`src/rtl/core/b92cd_pkg.sv`:
```
// Shared types, constants and symbol tables of the base-92 chunk decoder.
package b92cd_pkg;

  // Radix and chunk lengths.
  localparam int unsigned Radix        = 92;
  localparam int unsigned WideDigits   = 5;
  localparam int unsigned NarrowDigits = 2;

  // Longest message the count field describes; any count at or above seven
  // selects wide mode, so counts up to this bound need no clamping.
  localparam int unsigned MaxChars = 1023;

  // Depth of the chunk queue between the front and the back.
  localparam int unsigned QDepth = 2;
  localparam int unsigned QPtrW  = (QDepth > 1) ? $clog2(QDepth) : 1;
  localparam int unsigned QCntW  = $clog2(QDepth + 1);

  localparam int unsigned DigitW  = 7;
  localparam int unsigned WeightW = 27;
  localparam int unsigned PosW    = 3;
  localparam int unsigned LeftW   = 10;

  // One finished chunk waiting to be serialized.
  typedef struct packed {
    logic [31:0] value;
    logic        wide;
    logic        msg_end;
  } chunk_t;

  // Queue status seen by the front and the back.
  typedef struct packed {
    logic full;
    logic empty;
  } q_status_t;

  // Maps one raw character code to its digit; codes outside the alphabet give 0.
  function automatic logic [DigitW-1:0] digit_of(input logic [7:0] code);
    logic [DigitW-1:0] d;
    d = '0;
    priority if (code >= 8'h61 && code <= 8'h7a) begin
      d = DigitW'(code - 8'h61);
    end else if (code >= 8'h41 && code <= 8'h5a) begin
      d = DigitW'(code - 8'h41 + 8'd26);
    end else if (code >= 8'h30 && code <= 8'h39) begin
      d = DigitW'(code - 8'h30 + 8'd52);
    end else begin
      unique case (code)
        8'h21: d = DigitW'(62);
        8'h24: d = DigitW'(63);
        8'h25: d = DigitW'(64);
        8'h5e: d = DigitW'(65);
        8'h26: d = DigitW'(66);
        8'h2a: d = DigitW'(67);
        8'h2d: d = DigitW'(68);
        8'h5f: d = DigitW'(69);
        8'h3d: d = DigitW'(70);
        8'h2b: d = DigitW'(71);
        8'h28: d = DigitW'(72);
        8'h29: d = DigitW'(73);
        8'h5b: d = DigitW'(74);
        8'h5d: d = DigitW'(75);
        8'h7b: d = DigitW'(76);
        8'h7d: d = DigitW'(77);
        8'h3c: d = DigitW'(78);
        8'h3e: d = DigitW'(79);
        8'h27: d = DigitW'(80);
        8'h40: d = DigitW'(81);
        8'h23: d = DigitW'(82);
        8'h7e: d = DigitW'(83);
        8'h3b: d = DigitW'(84);
        8'h3a: d = DigitW'(85);
        8'h2f: d = DigitW'(86);
        8'h3f: d = DigitW'(87);
        8'h2c: d = DigitW'(88);
        8'h2e: d = DigitW'(89);
        8'h7c: d = DigitW'(90);
        8'h5c: d = DigitW'(91);
        default: d = '0;
      endcase
    end
    return d;
  endfunction

  // Place weight of a digit position: 92 to the power of the position.
  function automatic logic [WeightW-1:0] weight_of(input logic [PosW-1:0] pos);
    logic [WeightW-1:0] w;
    unique case (pos)
      3'd0:    w = WeightW'(1);
      3'd1:    w = WeightW'(92);
      3'd2:    w = WeightW'(8464);
      3'd3:    w = WeightW'(778688);
      3'd4:    w = WeightW'(71639296);
      default: w = '0;
    endcase
    return w;
  endfunction

endpackage

```
`src/rtl/core/b92cd_front.sv`:
```
// Front part: accepts characters, picks the chunk mode and accumulates digits.
module b92cd_front (
  input  logic                          clk_i,
  input  logic                          rst_ni,
  input  logic                          in_valid_i,
  output logic                          in_ready_o,
  input  logic [7:0]                    symbol_i,
  input  logic [b92cd_pkg::LeftW-1:0]   chars_left_i,
  input  b92cd_pkg::q_status_t          q_status_i,
  output logic                          push_o,
  output b92cd_pkg::chunk_t             push_chunk_o
);

  logic [b92cd_pkg::PosW-1:0] pos_q, pos_d;
  logic                       wide_q, wide_d;
  logic [31:0]                acc_q, acc_d;

  logic                       accept;
  logic                       chunk_start;
  logic                       wide_now;
  logic                       left_le1, left_le2;
  logic [b92cd_pkg::PosW-1:0] need, pos_eff, pos_next;
  logic [31:0]                acc_base, acc_sum;
  logic [b92cd_pkg::DigitW+b92cd_pkg::WeightW-1:0] product;

  // A new character is taken whenever the queue has room for a chunk.
  assign in_ready_o = ~q_status_i.full;
  assign accept     = in_valid_i & in_ready_o;

  // Chunk mode and digit accumulation.
  always_comb begin
    chunk_start = (pos_q == '0);
    left_le1    = (chars_left_i <= b92cd_pkg::LeftW'(1));
    left_le2    = (chars_left_i <= b92cd_pkg::LeftW'(2));
    wide_now    = chunk_start
                  ? ((chars_left_i > b92cd_pkg::LeftW'(6)) ||
                     (chars_left_i == b92cd_pkg::LeftW'(5)))
                  : wide_q;
    acc_base    = chunk_start ? 32'd0 : acc_q;
    need        = wide_now ? b92cd_pkg::PosW'(b92cd_pkg::WideDigits)
                           : b92cd_pkg::PosW'(b92cd_pkg::NarrowDigits);
    pos_eff     = (pos_q >= need) ? '0 : pos_q;
    product     = b92cd_pkg::digit_of(symbol_i) * b92cd_pkg::weight_of(pos_eff);
    acc_sum     = acc_base + product[31:0];
    pos_next    = pos_eff + b92cd_pkg::PosW'(1);
  end

  // State update and chunk hand-off.
  always_comb begin
    pos_d                = pos_q;
    wide_d               = wide_q;
    acc_d                = acc_q;
    push_o               = 1'b0;
    push_chunk_o.value   = acc_sum;
    push_chunk_o.wide    = wide_now;
    push_chunk_o.msg_end = wide_now ? left_le1 : left_le2;
    if (accept) begin
      wide_d = wide_now;
      if (pos_next == need) begin
        // Chunk complete: hand it to the queue and start over.
        push_o = 1'b1;
        pos_d  = '0;
        acc_d  = '0;
      end else if (left_le1) begin
        // Message ends inside the chunk: the partial chunk is dropped.
        pos_d = '0;
        acc_d = '0;
      end else begin
        pos_d = pos_next;
        acc_d = acc_sum;
      end
    end
  end

  always_ff @(posedge clk_i or negedge rst_ni) begin
    if (!rst_ni) begin
      pos_q  <= '0;
      wide_q <= 1'b0;
      acc_q  <= '0;
    end else begin
      pos_q  <= pos_d;
      wide_q <= wide_d;
      acc_q  <= acc_d;
    end
  end

endmodule

```
`src/rtl/core/b92cd_queue.sv`:
```
// Short queue of finished chunks between the front and the back.
module b92cd_queue (
  input  logic                 clk_i,
  input  logic                 rst_ni,
  input  logic                 push_i,
  input  b92cd_pkg::chunk_t    push_chunk_i,
  input  logic                 pop_i,
  output b92cd_pkg::chunk_t    head_o,
  output b92cd_pkg::q_status_t status_o
);

  b92cd_pkg::chunk_t entries_q [b92cd_pkg::QDepth];

  logic [b92cd_pkg::QPtrW-1:0] wr_ptr_q, wr_ptr_d;
  logic [b92cd_pkg::QPtrW-1:0] rd_ptr_q, rd_ptr_d;
  logic [b92cd_pkg::QCntW-1:0] count_q, count_d;
  logic                        do_push, do_pop;

  // Status and head of the queue.
  assign status_o.full  = (count_q == b92cd_pkg::QCntW'(b92cd_pkg::QDepth));
  assign status_o.empty = (count_q == '0);
  assign head_o         = entries_q[rd_ptr_q];
  assign do_push        = push_i & ~status_o.full;
  assign do_pop         = pop_i & ~status_o.empty;

  // Pointer and fill count update.
  always_comb begin
    wr_ptr_d = wr_ptr_q;
    rd_ptr_d = rd_ptr_q;
    count_d  = count_q;
    if (do_push) begin
      wr_ptr_d = (wr_ptr_q == b92cd_pkg::QPtrW'(b92cd_pkg::QDepth - 1))
                 ? '0 : wr_ptr_q + b92cd_pkg::QPtrW'(1);
    end
    if (do_pop) begin
      rd_ptr_d = (rd_ptr_q == b92cd_pkg::QPtrW'(b92cd_pkg::QDepth - 1))
                 ? '0 : rd_ptr_q + b92cd_pkg::QPtrW'(1);
    end
    unique case ({do_push, do_pop})
      2'b10:   count_d = count_q + b92cd_pkg::QCntW'(1);
      2'b01:   count_d = count_q - b92cd_pkg::QCntW'(1);
      default: count_d = count_q;
    endcase
  end

  always_ff @(posedge clk_i or negedge rst_ni) begin
    if (!rst_ni) begin
      wr_ptr_q <= '0;
      rd_ptr_q <= '0;
      count_q  <= '0;
    end else begin
      wr_ptr_q <= wr_ptr_d;
      rd_ptr_q <= rd_ptr_d;
      count_q  <= count_d;
    end
  end

  // Entry storage; payload needs no reset.
  always_ff @(posedge clk_i) begin
    if (do_push) begin
      entries_q[wr_ptr_q] <= push_chunk_i;
    end
  end

endmodule

```
`src/rtl/core/b92cd_back.sv`:
```
// Back part: serializes each queued chunk into its output bytes.
module b92cd_back (
  input  logic                 clk_i,
  input  logic                 rst_ni,
  input  b92cd_pkg::chunk_t    head_i,
  input  b92cd_pkg::q_status_t q_status_i,
  output logic                 pop_o,
  output logic                 out_valid_o,
  input  logic                 out_ready_i,
  output logic [7:0]           data_byte_o,
  output logic                 run_last_o,
  output logic                 message_end_o
);

  logic [1:0] idx_q, idx_d;
  logic       last_byte;
  logic       out_accept;

  // Byte selection from the chunk at the head of the queue.
  assign out_valid_o   = ~q_status_i.empty;
  assign data_byte_o   = 8'(head_i.value >> {idx_q, 3'b000});
  assign last_byte     = ~head_i.wide | (idx_q == 2'd3);
  assign run_last_o    = last_byte;
  assign message_end_o = last_byte & head_i.msg_end;
  assign out_accept    = out_valid_o & out_ready_i;
  assign pop_o         = out_accept & last_byte;

  // Byte index within the current chunk.
  always_comb begin
    idx_d = idx_q;
    if (out_accept) begin
      idx_d = last_byte ? 2'd0 : idx_q + 2'd1;
    end
  end

  always_ff @(posedge clk_i or negedge rst_ni) begin
    if (!rst_ni) begin
      idx_q <= '0;
    end else begin
      idx_q <= idx_d;
    end
  end

endmodule

```
`src/rtl/core/base92_chunk_decoder.sv`:
```
// A chunk is queued as its last character is taken; the back sends its bytes.
// One character per cycle unless the queue is full; a wide chunk leaves as four bytes.
// Rate is set by the accumulator loop in the front (one digit per cycle) and the
// two-entry chunk queue that lets the byte serializer in the back run behind it.
// Reset: asynchronous, active low; clears chunk state and empties the queue.
// Top level of the base-92 chunk decoder.
module base92_chunk_decoder (
  input  logic                        clk_i,
  input  logic                        rst_ni,
  input  logic                        in_valid_i,
  output logic                        in_ready_o,
  input  logic [7:0]                  symbol_i,
  input  logic [b92cd_pkg::LeftW-1:0] chars_left_i,
  output logic                        out_valid_o,
  input  logic                        out_ready_i,
  output logic [7:0]                  data_byte_o,
  output logic                        run_last_o,
  output logic                        message_end_o
);

  logic                 push, pop;
  b92cd_pkg::chunk_t    push_chunk, head;
  b92cd_pkg::q_status_t q_status;

  // Character intake and accumulation.
  b92cd_front u_front (
    .clk_i        (clk_i),
    .rst_ni       (rst_ni),
    .in_valid_i   (in_valid_i),
    .in_ready_o   (in_ready_o),
    .symbol_i     (symbol_i),
    .chars_left_i (chars_left_i),
    .q_status_i   (q_status),
    .push_o       (push),
    .push_chunk_o (push_chunk)
  );

  // Chunk queue.
  b92cd_queue u_queue (
    .clk_i        (clk_i),
    .rst_ni       (rst_ni),
    .push_i       (push),
    .push_chunk_i (push_chunk),
    .pop_i        (pop),
    .head_o       (head),
    .status_o     (q_status)
  );

  // Byte serializer.
  b92cd_back u_back (
    .clk_i         (clk_i),
    .rst_ni        (rst_ni),
    .head_i        (head),
    .q_status_i    (q_status),
    .pop_o         (pop),
    .out_valid_o   (out_valid_o),
    .out_ready_i   (out_ready_i),
    .data_byte_o   (data_byte_o),
    .run_last_o    (run_last_o),
    .message_end_o (message_end_o)
  );

endmodule

```
`config.mk`:
```
export PLATFORM = sky130hd
export DESIGN_NAME = base92_chunk_decoder
export DESIGN_NICKNAME = d
export VERILOG_FILES = /design/src/rtl/core/b92cd_pkg.sv /design/src/rtl/core/b92cd_front.sv /design/src/rtl/core/b92cd_queue.sv /design/src/rtl/core/b92cd_back.sv /design/src/rtl/core/base92_chunk_decoder.sv
export SDC_FILE = /design/constraint.sdc
export NUM_CORES = 1
export LEC_CHECK = 0
export BUFFER_PORTS_ARGS = -buffer_cell sky130_fd_sc_hd__buf_4
export CORE_UTILIZATION = 55
export CTS_BUF_LIST = sky130_fd_sc_hd__clkbuf_8 sky130_fd_sc_hd__clkbuf_16
export DETAILED_ROUTE_END_ITERATION = 16
export HOLD_SLACK_MARGIN = 0.1
export PLACE_DENSITY = 0.74
export SLEW_MARGIN = 15
export SYNTH_ARGS = -nofsm -noshare
export SYNTH_HDL_FRONTEND = slang
export SYNTH_SLANG_ARGS = --single-unit
export TNS_END_PERCENT = 20
```
`constraint.sdc`:
```
create_clock -name clk_i -period 9 [get_ports clk_i]
set_input_delay 0.9 -clock clk_i [delete_from_list [all_inputs] [get_ports clk_i]]
set_output_delay 0.9 -clock clk_i [all_outputs]
set_load 0.03 [all_outputs]
```
==> out/results.ini <==
[run]
max_cap_viol_count = 0

[clock_tree]
path_clk_slew_ns = 0.08
post_cts_resized = 0
clk_path_buf_depth = 2
numCtsBuffers = 9
cts-root-buf = clkbuf_16
clock_latency_ns = 0.35
cts_tree = yes
clkSinkCount = 110
cts-htree-levels = 3
ctsHoldBuffers = 0
cts_setup_buffers = 0

[synthesis]
synth.most_common_cell = inv_1
yosysSeqAreaShare_pct = 30.1
yosysWarnings = 0
synth.net_count = 1186
yosysTopAreaCell = edfxtp_1
ys.flop_type = edfxtp_1
synthTopCellsByArea = edfxtp_1, fa_1, ha_1
syn_area_per_cell_sq_um = 10.5
synth_edf_count = 68
synth-compound-area-share_pct = 14.4
async_flop_share_pct = 38.2
netlist_instances = 977
synthAdderAreaFrac_pct = 28.6
netlist_area_sq_um = 10300
yosys-top-cells-count = inv_1, ha_1, fa_1
synth_top_family_by_area = adder cells
ys_seq_elements = 110
synthSimpleGateAreaFrac_pct = 11.2
synth_cell_types = 80
yosysTopAreaCellShare_pct = 19.8
synth_xor_area_share_pct = 2.94
muxShareOfSynthArea_pct = 5.08

[global_routing]
antenna_found_initial = 1
grt_pass1_wl_mm = 38.2
grt_overflow = 0
grt_pass1_vias = 7341
grt_usage_pct = 25.5
grt_max_degree = 43

[sta]
max_slew_margin_pct = 36.4
final_max_slew_viol_count = 0
skew_ns = 0.0107
fin_setup_tns_ns = 0
finalCriticalPeriod_ns = 8.49
final_hold_viol_count = 0
fmax_mhz = 118
rsz0062_at_grt = false
tightest_slew_ns = 0.949
fin_crit_sh_pct = 94.4
timing.final.setup_violations = 0

[setup_path]
crit_arrival_ns = 8.73
slowest_delay_ns = 0.79
path_class = in2reg
cp_max_fo = 9
required_ns = 9.24
cp_slowest_cell = a211oi_1
crit_path_start_kind = primary input
worstSetupEndpointType = flip-flop

[power]
peakVddDrop_uv = 168
power_mw = 3.46
power_density_nw_per_um2 = 312
static-leakage-power_nw = 5.32

[placed_design]
dp.final_hpwl_mm = 18.0
numPortBuffers = 33
place.gp.congestion = 0.958

[min_path]
hold_class = reg2reg

[floorplan]
pin_count = 34
chipHeight_um = 139
core_sq_um = 18100
fp.dieArea_sq_um = 19300
initial_core_util_pct = 56.7
die_w_um = 139
rows = 49

[routing]
drt_pass1_iterations = 5
drc_errors = 0
vias = 7331
viasPerCell = 5.92
first_iter_violations = 634
routed_wirelength_mm = 22.9
avgRoutedWirePerCell_um = 18.5
ant_nets = 0

[finish]
fin_nets = 1213
layout-area-overhead-vs-synth_pct = 7.65
drive_gt1_share_pct = 11.9
diodes = 0

[run_status]
status = complete, no violations

critical path, delay by kind of cell:
kind | cells | cell delay [ns]
adders and majority gates | 7 | 2.93
and+or+nand+nor | 6 | 1.29
buffers and inverters | 5 | 0.33
AOI/OAI and AO/OA | 10 | 2.89
xor gates and xnor gates | 1 | 0.41
state kept, by name, indices dropped and copies added (netlist names):
register	flops
u_front.acc_q	32
u_front.wide_q	1
u_queue.wr_ptr_q	1
u_queue.rd_ptr_q	1
u_back.idx_q	2
u_queue.count_q	2
u_front.pos_q	3
u_queue.entries_q	68
power by group:
group / total, mW / switching [mW] / internal, mW
Combinational: 2.19 / 1.36 / 0.831
Sequential: 0.864 / 0.0891 / 0.775
Clock: 0.409 / 0.186 / 0.223
Total: 3.46 / 1.63 / 1.83
area by class of cell:
class,instances,area [sq um]
Timing Repair Buffer,46,345
Inverter,168,631
Tap cell,229,287
Sequential cell,110,3090
Multi-Input combinational cell,669,6410
Clock buffer,9,225
Fill cell,1538,7070
Clock inverter,7,86.3
per-stage QoR:
stage / setup slack [ns] / hold slack [ns] / utilization [%] / cell area (sq um) / instances
after floorplan: 0.966 / 0.451 / - / 10300 / 977
after global placement: 0.562 / 0.468 / 59.3 / 10800 / 1222
after detailed placement: 0.232 / 0.484 / 59.3 / 10800 / 1222
after CTS: 0.556 / 0.497 / 61.0 / 11100 / 1238
after global routing: 0.0859 / 0.520 / 61.0 / 11100 / 1238
final: 0.506 / 0.493 / 61.0 / 11100 / 1238
metal layers:
metal	part of all wire (%)	GRT usage [%]	vias to the layer above
met2	50	42.4	214
met5	0.057	0	-
met3	5.1	4.01	36
met1	43	34.8	3655
met4	2.1	6.73	2
li1	-	-	3424
placed cells by master, fill, tap and decap left out, drive strengths merged, types with 4 or more instances in the layout:
master   instances
mux2i            5
dfrtp           42
a22o            33
o21bai           4
a31oi            9
inv            172
nor3            12
xnor2           22
fa              80
a2111oi          4
buf             46
o21ai           27
nor2b            9
mux4            17
or2              8
ha             107
nand3           10
and2            32
nand2           45
o21a             8
clkbuf           9
o22ai            4
edfxtp          68
o211ai           6
nor2            77
or3              8
nand2b           5
mux2             8
a211oi          13
xor2            10
a21o            18
a21oi           38
and3             7
path summary, 6_finish.rpt:
path / from / to / slack, ns / depth (start not counted)
setup reg to reg: u_front.pos_q[2] / u_front.acc_q[31] / 0.69 / 28
max in group asynchronous: rst_ni / u_front.acc_q[13] / 8.03 / 1
setup / recovery: chars_left_i[5] / u_front.acc_q[31] / 0.51 / 29
hold / removal: u_queue.count_q[1] / u_queue.count_q[1] / 0.49 / 1
min in group asynchronous: rst_ni / u_queue.rd_ptr_q / 0.57 / 1
hold reg to reg: u_queue.count_q[1] / u_queue.count_q[1] / 0.49 / 1
kinds of logic after synthesis:
group | Yosys count
and+or+nand+nor | 226
buffers and inverters | 198
AOI/OAI and AO/OA | 193
adders and majority gates | 187
DFF | 110
xor gates and xnor gates | 33
muxes | 30
Power figures use the tool's default switching activity.
